[src/rtl/core/assert_macros.svh]
// Assertion macros shared by the palette downscaler RTL.
// Each macro expects clk and the active-low reset rst_n in scope.
`ifndef ASSERT_MACROS_SVH
`define ASSERT_MACROS_SVH

// Same-cycle implication, checked at every rising edge out of reset
`define ASSERT_IMPL(label, ante, cons, msg) \
  label: assert property (@(posedge clk) disable iff (!rst_n) (ante) |-> (cons)) \
    else $error(msg);

// Next-cycle implication, checked at every rising edge out of reset
`define ASSERT_NEXT(label, ante, cons, msg) \
  label: assert property (@(posedge clk) disable iff (!rst_n) (ante) |=> (cons)) \
    else $error(msg);

`endif

[src/rtl/core/pbd_pkg.sv]
// Shared types and constants for the palette box downscaler.
// No dependencies; used by pbd_lookup, pbd_sum, pbd_fold and the top level.
`default_nettype none

package pbd_pkg;

  // Field widths fixed by the interface
  localparam int IDX_W   = 8;
  localparam int WORD_W  = 32;
  localparam int PIXEL_W = 16;
  localparam int LANES   = 4;

  // Default palette depth
  localparam int PALETTE_DEPTH_DEF = 256;

  // Every colour bit of a spread RGB565 word
  localparam logic [WORD_W-1:0] SPREAD_MASK = 32'h07e0_f81f;

  // Item kinds
  localparam logic KIND_PIXEL = 1'b0;
  localparam logic KIND_WRITE = 1'b1;

  // Scale mode register codes
  typedef enum logic [1:0] {
    SCALE_SINGLE = 2'd0,
    SCALE_HPAIR  = 2'd1,
    SCALE_VPAIR  = 2'd2,
    SCALE_QUAD   = 2'd3
  } scale_mode_t;

  // Control of the lookup stage: valid plus which lanes count
  typedef struct packed {
    logic             valid;
    logic [LANES-1:0] keep;
  } lk_ctl_t;

endpackage

`default_nettype wire

[src/rtl/core/pbd_sum.sv]
// Stages 2 and 3: pairwise sums of the looked-up words, then the total.
// Depends on pbd_pkg.
`default_nettype none

module pbd_sum (
  input  wire logic                                       clk,
  input  wire logic                                       rst_n,
  input  wire pbd_pkg::lk_ctl_t                           s1_ctl,
  input  wire logic [pbd_pkg::LANES-1:0][pbd_pkg::WORD_W-1:0] s1_word,
  input  wire logic                                       en_next,
  output logic                                            en,
  output logic                                            s3_valid,
  output logic [pbd_pkg::WORD_W-1:0]                      s3_total
);

  logic [pbd_pkg::LANES-1:0][pbd_pkg::WORD_W-1:0] word_q;
  logic                                           s2_valid_r;
  logic [pbd_pkg::WORD_W-1:0]                     sum_lo_r;
  logic [pbd_pkg::WORD_W-1:0]                     sum_hi_r;
  logic [pbd_pkg::WORD_W-1:0]                     sum_lo_nxt;
  logic [pbd_pkg::WORD_W-1:0]                     sum_hi_nxt;
  logic                                           s3_valid_r;
  logic [pbd_pkg::WORD_W-1:0]                     total_r;
  logic [pbd_pkg::WORD_W-1:0]                     total_nxt;
  logic                                           en3;

  // Stage enables: advance when empty or drained downstream
  assign en3 = !s3_valid_r || en_next;
  assign en  = !s2_valid_r || en3;

  // Drop lanes the mode does not use or whose index is out of range
  always_comb begin
    for (int k = 0; k < pbd_pkg::LANES; k++) begin
      word_q[k] = s1_word[k] & {pbd_pkg::WORD_W{s1_ctl.keep[k]}};
    end
    sum_lo_nxt = word_q[0] + word_q[1];
    sum_hi_nxt = word_q[2] + word_q[3];
    total_nxt  = sum_lo_r + sum_hi_r;
  end

  always_ff @(posedge clk) begin
    if (!rst_n) begin
      s2_valid_r <= 1'b0;
      s3_valid_r <= 1'b0;
    end else begin
      if (en) begin
        s2_valid_r <= s1_ctl.valid;
      end
      if (en3) begin
        s3_valid_r <= s2_valid_r;
      end
    end
  end

  // Payload, modulo 2^32
  always_ff @(posedge clk) begin
    if (en) begin
      sum_lo_r <= sum_lo_nxt;
      sum_hi_r <= sum_hi_nxt;
    end
    if (en3) begin
      total_r <= total_nxt;
    end
  end

  assign s3_valid = s3_valid_r;
  assign s3_total = total_r;

endmodule

`default_nettype wire

[config.mk]
export PLATFORM = sky130hd
export DESIGN_NAME = pbd_sum
export DESIGN_NICKNAME = d
export VERILOG_FILES = /design/src/rtl/core/assert_macros.svh /design/src/rtl/core/pbd_pkg.sv /design/src/rtl/core/pbd_sum.sv
export SDC_FILE = /design/constraint.sdc
export NUM_CORES = 1
export LEC_CHECK = 0
export BUFFER_PORTS_ARGS = -buffer_cell sky130_fd_sc_hd__buf_2
export CORE_MARGIN = 10
export CORE_UTILIZATION = 40
export DETAILED_ROUTE_END_ITERATION = 12
export PLACE_DENSITY_LB_ADDON = 0.15
export REMOVE_ABC_BUFFERS = 1
export SYNTH_ARGS = -nofsm -noshare
export SYNTH_HDL_FRONTEND = slang
export SYNTH_SLANG_ARGS = --single-unit
[constraint.sdc]
create_clock -name clk -period 4.3 [get_ports clk]
set_input_delay 0.645 -clock clk [delete_from_list [all_inputs] [get_ports clk]]
set_output_delay 0.645 -clock clk [all_outputs]
set_load 0.01 [all_outputs]
**After elaboration in Yosys (flattened, before gate mapping)**

Index checks and enable logic that the tools add are counted.
Widths: inputs -> output; s select.

- Input bits: 136
- Flip-flop bits (word level): 98
- Logic and storage cells: 16

- Bitwise operators: 4
- Reduce and logical (&&, ||, !) cells: 4
- Add/sub/neg operators: 3

Operators by type and width:

| kind | count |
|---|---|
| $and 32x32->32 | 4 |
| $add 32x32->32 | 3 |
| $logic_not 1->1 | 2 |
| $logic_or 1x1->1 | 2 |

**Depth between registers and ports, before layout**

- Depth in word-level cells: 3
- Depth in mapped cells: 12

**Worst setup path before layout**

Ideal clock, no wire load.

- Path type: input to register
- Start: input port s1_ctl[3] in the netlist's numbering
- End: register sum_hi_r[30] in the netlist's numbering, data pin
- Setup time: 0.266 ns
- Stages: 11
- Path slack: 1.134 ns
- Data arrival time: 2.900 ns
- Path buffers: 0
- Path through: and2_1 -> ha_1 -> fa_1 -> a21o_1 -> a311oi_2 -> o31ai_4 -> a21oi_2 -> o2111a_1 -> or3_1 -> a21oi_1 -> nand4b_1

- Cells in the longest elaborated chain, start to end: 2

Ends and longest elaborated chain:

| what | RTL line | text |
|---|---|---|
| start, declared | pbd_sum.sv:8 | `input wire pbd_pkg::lk_ctl_t s1_ctl,` |
| $and 32x32->32 | pbd_sum.sv:34 | `word_q[k] = s1_word[k] & {pbd_pkg::WORD_W{s1_ctl.keep[k]}};` |
| $add 32x32->32 | pbd_sum.sv:37 | `sum_hi_nxt = word_q[2] + word_q[3];` |
| named net sum_hi_nxt, one bit | pbd_sum.sv:21 | `logic [pbd_pkg::WORD_W-1:0] sum_hi_nxt;` |
| end signal, assigned | pbd_sum.sv:59 | `sum_hi_r <= sum_hi_nxt;` |
| end, declared | pbd_sum.sv:19 | `logic [pbd_pkg::WORD_W-1:0] sum_hi_r;` |

The timed path passes the listed nets, and every way through them passes these cells.
A chain may end at the register's enable or synchronous reset.

**Worst setup path after layout**

- Start: input port s1_ctl[0] in the netlist's numbering
- End: register sum_lo_r[30] in the netlist's numbering, data pin

- Cells in the longest elaborated chain, start to end: 2

Ends and longest elaborated chain:

| what | RTL line | text |
|---|---|---|
| $and 32x32->32 | pbd_sum.sv:34 |  |
| $add 32x32->32 | pbd_sum.sv:36 | `sum_lo_nxt = word_q[0] + word_q[1];` |
| named net sum_lo_nxt, one bit | pbd_sum.sv:20 | `logic [pbd_pkg::WORD_W-1:0] sum_lo_nxt;` |
| end signal, assigned | pbd_sum.sv:58 | `sum_lo_r <= sum_lo_nxt;` |
| end, declared | pbd_sum.sv:18 | `logic [pbd_pkg::WORD_W-1:0] sum_lo_r;` |

The timed path passes the listed nets, and every way through them passes these cells.

==> metrics <==
FP Rows 53; Port Buf Inserts 169; Clock Power Share 0.216; Worst Slack Setup Final 962 ps; Syn Std Cell Area 0.00865 mm²; I/O pin cnt 170; Crit-path slowest cell fa_1; largest net degree at the start of global routing 41; WS Path Type in -> reg; largest family of logic cells by synthesized area compound AO/OA/AOI/OAI gates; total grt overflow 0; PwrDens 370 mW/mm²; RSZ-0062 raised after global routing false; Starting Density 0.409; CTS sink cnt 98; die height 167 µm; post-cts resize count 0; Crit. End Element flip-flop; Sw Share 0.338; vias 7023; number of global-route vias before repair 7036; clk buf depth 2; Fin Setup TNS 0 ps; Vias/cell 5.18; Syn Inst Count 925; ys async rst share 0; status complete, no violations; initial drt markers 269; Tcrit/Tclk final 0.776; DRT antenna net count 0; # setup viols final 0; Worst slew margin 0.250; Routed WL per cell 16.2 µm; Max-cap violations 0; Slew Limit Fails 0; Post-synth EDFFs 96; drt drc 0; yosys warns 0; first-pass GRT wire length 35800 µm; gr usage total 0.153; area added between synthesis and finish 16.2%; Die ar. 0.0279 mm²; internal power 2.46 mW; post-synthesis register bit count 98; Period minus WS final 3340 ps; H-tree depth 3; commonest non-fill, non-tap cells in the layout 169 x buf_2, 130 x and2_1, 96 x edfxtp_1, 93 x ha_1, 81 x a21oi_1; endpoints failing hold 0; complex-gate fraction of the synthesized area 0.211; initial antenna violation count 1; total CTS buffers 9; Largest stage delay, worst path 410 ps; CP Cell Sequence buf_2 -> and2_1 -> ha_1 -> fa_1 -> a21oi_1 -> o22ai_1 -> o41a_1 -> o21ai_2 -> nor4b_1 -> nor2_1 -> o21ai_0 -> xor2_1; Yosys cell types 64; Seq/Total Area, Yosys 0.338; Leakage Power 4.63 nW; Gate power share 0.395; clk root buf clkbuf_16; Layout Skew 10.5 ps; share of cells above drive strength 1 0.191; pre-CTS setup slack 581 ps; worst-margin pin slew 1120 ps; Nets 1309; worst reg-to-reg setup slack 1130 ps; Reg clk slew, reported paths 70 ps; FILL cells 2044; Die Wd 167 µm; WL final 21900 µm; dpl hpwl 18400 µm; TritonCTS clock tree done; crit start category input pin; Post-Synth Simple-Gate Area 0.198; multiplexer area fraction after synthesis 0; Peak Freq 300 MHz; Syn Area/Cell 9.35 µm²; Flop pwr share 0.389; GP Congestion 0.898; VDD IR max 0.000197 V; Synth Area in XOR/XNOR 0.0902; critical path required time 4390 ps; prevailing post-synth register cell edfxtp_1; Post-Synth Adder-Cell Area 0.142; Clk Latency, worst-skew pair 350 ps; Hold Buf Count CTS 0; commonest non-fill, non-tap cell in the layout buf_2; DR pass1 iterations 5; worst-path fanout max 32; CP arrival 3430 ps; Hold WC Path Type in -> reg; P_sw 1.25 mW; Setup Fix Bufs, Post-CTS 0; core footprint 0.0212 mm²
[stage by stage]
step,hold WS (ps),util,power (mW),cell area (µm²),instances
final,512,0.475,3.71,10000,1357
after global routing,513,0.475,3.99,10000,1357
after CTS,504,0.475,3.76,10000,1356
after detailed placement,518,0.461,2.94,9750,1341
after global placement,504,0.461,2.94,9750,1341
after floorplan,463,-,2.47,8530,893
[path summary, 6_finish.rpt]
kind	from	endpoint	depth (start not counted)
max	s1_ctl[0]	sum_lo_r[30]$_DFFE_PP_	12
min	rst_n	s3_valid$_SDFFE_PN0P_	2
max reg2reg	sum_hi_r[0]$_DFFE_PP_	s3_total[28]$_DFFE_PP_	10
min reg2reg	s2_valid_r$_SDFFE_PN0P_	s3_valid$_SDFFE_PN0P_	1
[power groups by stage]
stage | logic [mW] | clock network, mW | registers, mW
5_1_grt | 1.66 | 0.862 | 1.47
3_3_place_gp | 1.47 | 0 | 1.47
4_1_cts | 1.48 | 0.826 | 1.45
3_5_place_dp | 1.47 | 0 | 1.47
6_report | 1.47 | 0.802 | 1.44
2_1_floorplan | 0.927 | 0 | 1.54
[worst max-delay path: cells and delay by family]
kind,cells,cell delay (ps)
adders and majority gates,2,630
and+or+nand+nor,3,560
AOI/OAI and AO/OA,5,1190
buffers and inverters,1,230
xor gates and xnor gates,1,160
[final cells by class]
class / instances / area (µm²) / area share
diodes: 1 / 2.50 / 0.000249
clock buffers: 10 / 229 / 0.0228
clock inverters: 5 / 63.8 / 0.00635
inverters: 16 / 60.1 / 0.00598
multi-input cells: 779 / 5550 / 0.552
flip-flops and latches: 98 / 2920 / 0.291
well taps: 275 / 344 / 0.0343
repair buffers: 173 / 876 / 0.0872
[cells by family after synthesis]
family | Yosys count
buffers and inverters | 48
flip-flops | 98
XOR/XNOR | 89
adder cells (fa/ha/maj) | 96
AND/OR/NAND/NOR | 320
AO/OA/AOI/OAI | 274
[registers in the layout, indices dropped and copies added, names as in the netlist]
register,flops
sum_lo_r,32
s3_valid,1
s3_total,32
s2_valid_r,1
sum_hi_r,32
[Yosys cell counts (10+ instances only)]
master / count / area [µm²]
a21o_1: 48 / 360
and2_1: 130 / 813
nand4_1: 13 / 81.3
xnor2_1: 60 / 526
nor2_1: 49 / 184
edfxtp_1: 96 / 2880
clkbuf_1: 32 / 120
o21ai_0: 36 / 180
nand3_1: 19 / 95.1
o21a_1: 10 / 75.1
a21oi_1: 81 / 405
nand2_1: 62 / 233
xor2_1: 29 / 254
inv_1: 16 / 60.1
ha_1: 93 / 1160
a211oi_1: 11 / 82.6
o21bai_1: 13 / 97.6
[metal layers]
metal  vias up  part of all wire  track usage
met1      3151              0.53        0.223
met3         8             0.048       0.0282
li1       3710                 -            -
met5         -                 0            0
met2       154              0.42        0.226
met4         0            0.0090       0.0393
(Power assumes the default switching activity.)
