<file path="src/rtl/core/assert_macros.svh">
// Assertion macros shared by the palette downscaler RTL.
// Each macro expects clk and the active-low reset rst_n in scope.
`ifndef ASSERT_MACROS_SVH
`define ASSERT_MACROS_SVH

// Same-cycle implication, checked at every rising edge out of reset
`define ASSERT_IMPL(label, ante, cons, msg) \
  label: assert property (@(posedge clk) disable iff (!rst_n) (ante) |-> (cons)) \
    else $error(msg);

// Next-cycle implication, checked at every rising edge out of reset
`define ASSERT_NEXT(label, ante, cons, msg) \
  label: assert property (@(posedge clk) disable iff (!rst_n) (ante) |=> (cons)) \
    else $error(msg);

`endif

</file>
<file path="src/rtl/core/pbd_pkg.sv">
// Shared types and constants for the palette box downscaler.
// No dependencies; used by pbd_lookup, pbd_sum, pbd_fold and the top level.
`default_nettype none

package pbd_pkg;

  // Field widths fixed by the interface
  localparam int IDX_W   = 8;
  localparam int WORD_W  = 32;
  localparam int PIXEL_W = 16;
  localparam int LANES   = 4;

  // Default palette depth
  localparam int PALETTE_DEPTH_DEF = 256;

  // Every colour bit of a spread RGB565 word
  localparam logic [WORD_W-1:0] SPREAD_MASK = 32'h07e0_f81f;

  // Item kinds
  localparam logic KIND_PIXEL = 1'b0;
  localparam logic KIND_WRITE = 1'b1;

  // Scale mode register codes
  typedef enum logic [1:0] {
    SCALE_SINGLE = 2'd0,
    SCALE_HPAIR  = 2'd1,
    SCALE_VPAIR  = 2'd2,
    SCALE_QUAD   = 2'd3
  } scale_mode_t;

  // Control of the lookup stage: valid plus which lanes count
  typedef struct packed {
    logic             valid;
    logic [LANES-1:0] keep;
  } lk_ctl_t;

endpackage

`default_nettype wire

</file>
<file path="src/rtl/core/pbd_fold.sv">
// Stage 4: mask, shift and fold of the summed word into RGB565; output register.
// Depends on pbd_pkg.
`default_nettype none

module pbd_fold (
  input  wire logic                          clk,
  input  wire logic                          rst_n,
  input  wire logic                          s3_valid,
  input  wire logic [pbd_pkg::WORD_W-1:0]    s3_total,
  input  wire pbd_pkg::scale_mode_t          scale_mode,
  input  wire logic                          out_stall,
  output logic                               en,
  output logic                               out_valid,
  output logic [pbd_pkg::PIXEL_W-1:0]        out_pixel
);

  logic                         out_valid_r;
  logic [pbd_pkg::PIXEL_W-1:0]  pixel_r;
  logic [pbd_pkg::PIXEL_W-1:0]  pixel_nxt;
  logic [pbd_pkg::WORD_W-1:0]   masked;

  // Take a new beat when the output is empty or being taken
  assign en = !out_valid_r || !out_stall;

  // Divide by the lane count and fold green down onto red and blue
  always_comb begin
    masked    = '0;
    pixel_nxt = '0;
    case (scale_mode)
      pbd_pkg::SCALE_SINGLE: begin
        pixel_nxt = pbd_pkg::PIXEL_W'(s3_total | (s3_total >> 16));
      end
      pbd_pkg::SCALE_HPAIR: begin
        masked    = s3_total & (pbd_pkg::SPREAD_MASK << 1);
        pixel_nxt = pbd_pkg::PIXEL_W'((masked >> 1) | (masked >> 17));
      end
      pbd_pkg::SCALE_VPAIR: begin
        masked    = s3_total & (pbd_pkg::SPREAD_MASK << 1);
        pixel_nxt = pbd_pkg::PIXEL_W'((masked >> 1) | (masked >> 17));
      end
      pbd_pkg::SCALE_QUAD: begin
        masked    = s3_total & (pbd_pkg::SPREAD_MASK << 2);
        pixel_nxt = pbd_pkg::PIXEL_W'((masked >> 2) | (masked >> 18));
      end
      default: begin
        pixel_nxt = '0;
      end
    endcase
  end

  always_ff @(posedge clk) begin
    if (!rst_n) begin
      out_valid_r <= 1'b0;
    end else if (en) begin
      out_valid_r <= s3_valid;
    end
  end

  always_ff @(posedge clk) begin
    if (en) begin
      pixel_r <= pixel_nxt;
    end
  end

  assign out_valid = out_valid_r;
  assign out_pixel = pixel_r;

endmodule

`default_nettype wire

</file>
<file path="config.mk">
export PLATFORM = sky130hd
export DESIGN_NAME = pbd_fold
export DESIGN_NICKNAME = d
export VERILOG_FILES = /design/src/rtl/core/assert_macros.svh /design/src/rtl/core/pbd_pkg.sv /design/src/rtl/core/pbd_fold.sv
export SDC_FILE = /design/constraint.sdc
export NUM_CORES = 1
export LEC_CHECK = 0
export BUFFER_PORTS_ARGS = -buffer_cell sky130_fd_sc_hd__buf_4
export CAP_MARGIN = 20
export CORE_ASPECT_RATIO = 0.7
export CORE_MARGIN = 8
export CORE_UTILIZATION = 35
export CTS_BUF_LIST = sky130_fd_sc_hd__clkbuf_2 sky130_fd_sc_hd__clkbuf_4 sky130_fd_sc_hd__clkbuf_8
export CTS_CLUSTER_DIAMETER = 150
export DETAILED_ROUTE_END_ITERATION = 16
export PLACE_DENSITY_LB_ADDON = 0.2
export SLEW_MARGIN = 20
export SYNTH_ARGS = -nofsm -noshare
export SYNTH_HDL_FRONTEND = slang
export SYNTH_SLANG_ARGS = --single-unit
</file>
<file path="constraint.sdc">
create_clock -name clk -period 1.98 [get_ports clk]
set_input_delay 0.495 -clock clk [delete_from_list [all_inputs] [get_ports clk]]
set_output_delay 0.495 -clock clk [all_outputs]
set_load 0.1 [all_outputs]
</file>
==> Word-level counts from Yosys, hierarchy flattened <==
Index checks and enable logic that the tools add are counted.
{ "word_totals": {"inputBits": 38, "latch_bits": 0, "ram_bits": 0, "register_bits": 17, "n_memories": 0, "romBits": 0, "output_inout_bits": 18} }
{ "op_classes": {"add_sub_neg": 0, "shift": 0, "muxes": 1, "n_reduce_logical": 5, "n_eq_ne": 3, "n_bitwise": 3, "magnitude_cmp": 0, "div": 0, "mul": 0} }
{ "ops": {"columns": ["cell", "n"], "rows": [
  ["one-hot mux 16 bit (3 select lines)", 1],
  ["OR 16 x 11 -> 16 bit", 2],
  ["OR 16 bit", 1],
  ["equality test 2 bit (second input constant)", 2],
  ["equality test 2 x 1 -> 1 bit (second input constant)", 1],
  ["logical NOT 1 bit", 2],
  ["logical NOT 2 bit", 1],
  ["OR reduction 2 bit", 1],
  ["logical OR 1 bit", 1]
]} }

==> Longest topological paths before layout <==
{ "depth": {"ltp_word": 3, "ltp_mapped": 6, "mapped_depth_nobuf": 4} }

==> Worst setup path after synthesis <==
OpenSTA, ideal clock, no wires.
{ "synth_path": {"path_type": "flip-flop to flip-flop", "from": "reg out_valid_r (netlist: out_valid)", "to": "reg pixel_r (netlist bit out_pixel[0]), enable pin", "arrival_ns": 2.054, "setup_slack_ns": -0.665, "path_buffers": 0, "setup_time_ns": 0.592, "path_stages_with_launch": 2, "cell_sequence": "dfxtp_1 > nand2_1"} }
{ "synth_via": {"elab_chain_len": 2} }
{ "synth_lines": {"columns": ["element", "line", "text"], "rows": [
  ["start, declared", "pbd_fold.sv:17", "logic out_valid_r;"],
  ["start signal, assigned", "pbd_fold.sv:55", "out_valid_r <= s3_valid;"],
  ["logical NOT 1 bit", "pbd_fold.sv:23", "assign en = !out_valid_r || !out_stall;"],
  ["logical OR 1 bit", "pbd_fold.sv:23", null],
  ["net en", "pbd_fold.sv:12", "output logic en,"],
  ["end signal, assigned", "pbd_fold.sv:61", "pixel_r <= pixel_nxt;"],
  ["end, declared", "pbd_fold.sv:18", "logic [pbd_pkg::PIXEL_W-1:0] pixel_r;"]
]} }
The timed path passes the listed nets, and every way through them passes these cells.
A chain may end at the register's enable or synchronous reset.

==> Worst setup path in the final report <==
{ "layout_path": {"from": "in scale_mode[0]", "to": "reg pixel_r (netlist bit out_pixel[9]) (data pin)"} }
{ "layout_via": {"elab_chain_len": 3, "word_cells_on_any_way": 6, "cone_classes": "3 x eq/ne; 1 x mux; 2 x reduce/logical"} }
{ "layout_lines": {"columns": ["element", "line", "text"], "rows": [
  ["start, declared", "pbd_fold.sv:10", "input wire pbd_pkg::scale_mode_t scale_mode,"],
  ["equality test 2 bit / equality test 2 x 1 -> 1 bit (equally long branches)", "pbd_fold.sv:29", "case (scale_mode)"],
  ["OR reduction 2 bit (no line)", null, null],
  ["one-hot mux 16 bit (3 select lines) (*)", "pbd_fold.sv:29", null],
  ["net pixel_nxt, one bit", "pbd_fold.sv:19", "logic [pbd_pkg::PIXEL_W-1:0] pixel_nxt;"]
]} }
Mark *: on every way through the listed nets, which the timed path passes. The rest lies on a longest branch.

==> flow_metrics.py <==
metrics = {
    "floorplanning": {
        "rows": 15,
        "start_util_pct": 36.8,
        "die-area_um2": 4500,
        "die_y_um": 58.6,
        "io_pins": 56,
        "dieWidth_um": 76.8,
        "core_area_um2": 2460,
    },
    "sta": {
        "finalCriticalPeriod_ns": 1.58,
        "period_share_pct": 80.0,
        "skew_ns": 0.00667,
        "worstMarginPinSlew_ns": 0.630,
        "hold_violations": 0,
        "fmax_mhz": 632,
        "setup_violations": 0,
        "slew_viol_final": 0,
        "fin_setup_tns_ns": 0,
        "relSlewSlack_pct": 58.0,
        "grt_setup_unrepaired": "false",
    },
    "drt": {
        "vias": 829,
        "drc": 0,
        "routed_wl_um": 2490,
        "post_drt_wl_per_cell_um": 14.9,
        "first_pass_iters": 4,
        "dr.first_iter.drc_count": 58,
        "viasPerCell": 4.96,
        "antenna_left": 0,
    },
    "power": {
        "pwr-share-seq_pct": 36.2,
        "power_w": 0.00126,
        "clkPwrFrac_pct": 20.3,
        "p_int_w": 0.000728,
        "worst_ir_drop_vdd_uv": 361,
        "switching_share_pct": 42.4,
        "pwr-share-comb_pct": 43.5,
        "power_switching_w": 0.000537,
        "p_per_area_nw_per_um2": 913,
        "p_leak_nw": 0.608,
    },
    "synthesis": {
        "ys_top_cells_by_count": "a21oi_1 (17), edfxtp_1 (16), nor2_1 (16)",
        "synth_warnings": 0,
        "synth-edff-count": 16,
        "yosysMostFrequentCell": "a21oi_1",
        "yosysUniqueCellTypes": 13,
        "ys_seq_area_share_pct": 55.2,
        "synth_top_area_share_pct": 53.0,
        "synth_area_leader_cell": "edfxtp_1",
        "netlist_instances": 79,
        "syn_area_per_cell_um2": 11.5,
        "synthFlopType": "edfxtp_1",
        "synth_seq_cells": 17,
        "syn_nets": 119,
        "synth_area_um2": 906,
        "async_reset_ff_share_pct": 0,
        "synth_area_leaders": "edfxtp_1 (53%), a221oi_1 (13%), a21oi_1 (9.4%)",
    },
    "flow_run": {
        "maxCapViolCount": 0,
    },
    "global_route": {
        "grt_overflow": 0,
        "grt_max_degree": 33,
        "use_met3_pct": 3.95,
        "antenna_found_initial": 0,
        "grt_pass1_vias": 837,
        "grt_use_total_pct": 10.4,
        "grt_busiest_layer": "met2",
        "grt_pass1_wl_um": 3770,
        "use_met2_pct": 17.7,
        "met1_usage_pct": 11.2,
    },
    "cells_and_area": {
        "num_antenna_cells": 0,
        "instances_no_fill": 167,
        "fin_nets": 174,
        "fin_area_um2": 1390,
        "syn_to_final_growth_pct": 52.9,
        "drive_above_1_share_pct": 49.6,
    },
    "placement": {
        "routabilityCongestion": 0.725,
        "place_inst": 163,
        "placed_area_um2": 1340,
        "port_buffers": 55,
        "hpwlAfterDp_um": 1970,
    },
    "clock_tree": {
        "max-clock-path-buffers": 2,
        "cts.sinks": 17,
        "htreeDepth": 1,
        "cts_resized": 0,
        "cts_tree": "built",
        "holdBufCountCts": 0,
        "cts.clk_slew.worst_paths_ns": 0.07,
        "post-cts-setup-buffer-count": 0,
        "cts_buffers": 3,
        "clock_latency_ns": 0.26,
        "cts_root_buffer": "clkbuf_8",
    },
    "worst_setup_path": {
        "cp_max_fo": 16,
        "start_kind": "input pin",
        "cp_data_required_time_ns": 1.98,
        "end_kind": "register",
        "crit_arrival_ns": 1.59,
        "crit_type": "input pin to register",
    },
    "worst_hold_path": {
        "hp-class": "input pin to register",
    },
    "status": {
        "outcome": "completed",
    },
}
==> per-layer routing <==
layer,vias to the layer above,part of all wire (%)
met5,-,0
met4,0,1.5
met3,4,8.7
met2,37,49
met1,370,41
li1,418,-
==> critical path, stage by stage <==
cell and delay [ns]:
buf_4 0.09, inv_1 0.03, ha_1 0.52, a221oi_1 0.39, a21oi_1 0.07
==> layout by cell type (no fill, tap or decap) <==
cell / count
clkbuf_8: 3
inv_1: 2
a21oi_1: 17
edfxtp_1: 16
buf_12: 1
ha_1: 2
nor2b_1: 1
nor2_1: 16
a221oi_2: 3
buf_4: 56
a221oi_1: 13
dfxtp_2: 1
clkinv_2: 1
nand2_4: 1
==> power by group through the flow <==
stage / logic (W) / registers [W] / clock network (W)
final: 0.000550 / 0.000457 / 0.000257
after global routing: 0.000571 / 0.000462 / 0.000273
after CTS: 0.000553 / 0.000458 / 0.000262
after detailed placement: 0.000552 / 0.000466 / 0
after global placement: 0.000550 / 0.000464 / 0
after floorplan: 0.000100 / 0.000774 / 0
==> cell families after synthesis <==
group	Yosys count	share of synthesized area, %
adders and majority gates	2	2.76
AOI/OAI and AO/OA	33	26.9
buffers and inverters	9	7.32
DFF	17	55.2
and+or+nand+nor	18	7.74
==> state kept, by name, summed over array words and instances (netlist names) <==
register,flops
out_valid,1
out_pixel,16
==> final timing paths <==
check	startpoint	to	slack (ns)	cells after the start
min	rst_n	out_valid$_SDFFE_PN0P_	0.45	2
max reg2reg	out_valid$_SDFFE_PN0P_	out_pixel[13]$_DFFE_PP_	1.02	2
max	scale_mode[0]	out_pixel[9]$_DFFE_PP_	0.40	5
min reg2reg	out_valid$_SDFFE_PN0P_	out_valid$_SDFFE_PN0P_	0.54	2
==> cell type report <==
cell class              count  area (um^2)
clock buffers               3         41.3
flip-flops and latches     17          502
multi-input cells          53          347
inverters                   2         7.51
fillers                   231         1070
repair buffers             57          440
well taps                  34         42.5
clock inverters             1         5.00
==> stage by stage <==
stage,worst slack (ns),utilization [%],hold slack (ns)
6_report,0.397,56.3,0.447
5_1_grt,0.359,56.3,0.458
4_1_cts,0.402,56.3,0.447
3_5_place_dp,0.117,54.5,0.538
3_3_place_gp,0.186,54.5,0.521
2_1_floorplan,0.353,-,0.623
Note: power is estimated with default switching activity, not from simulation.
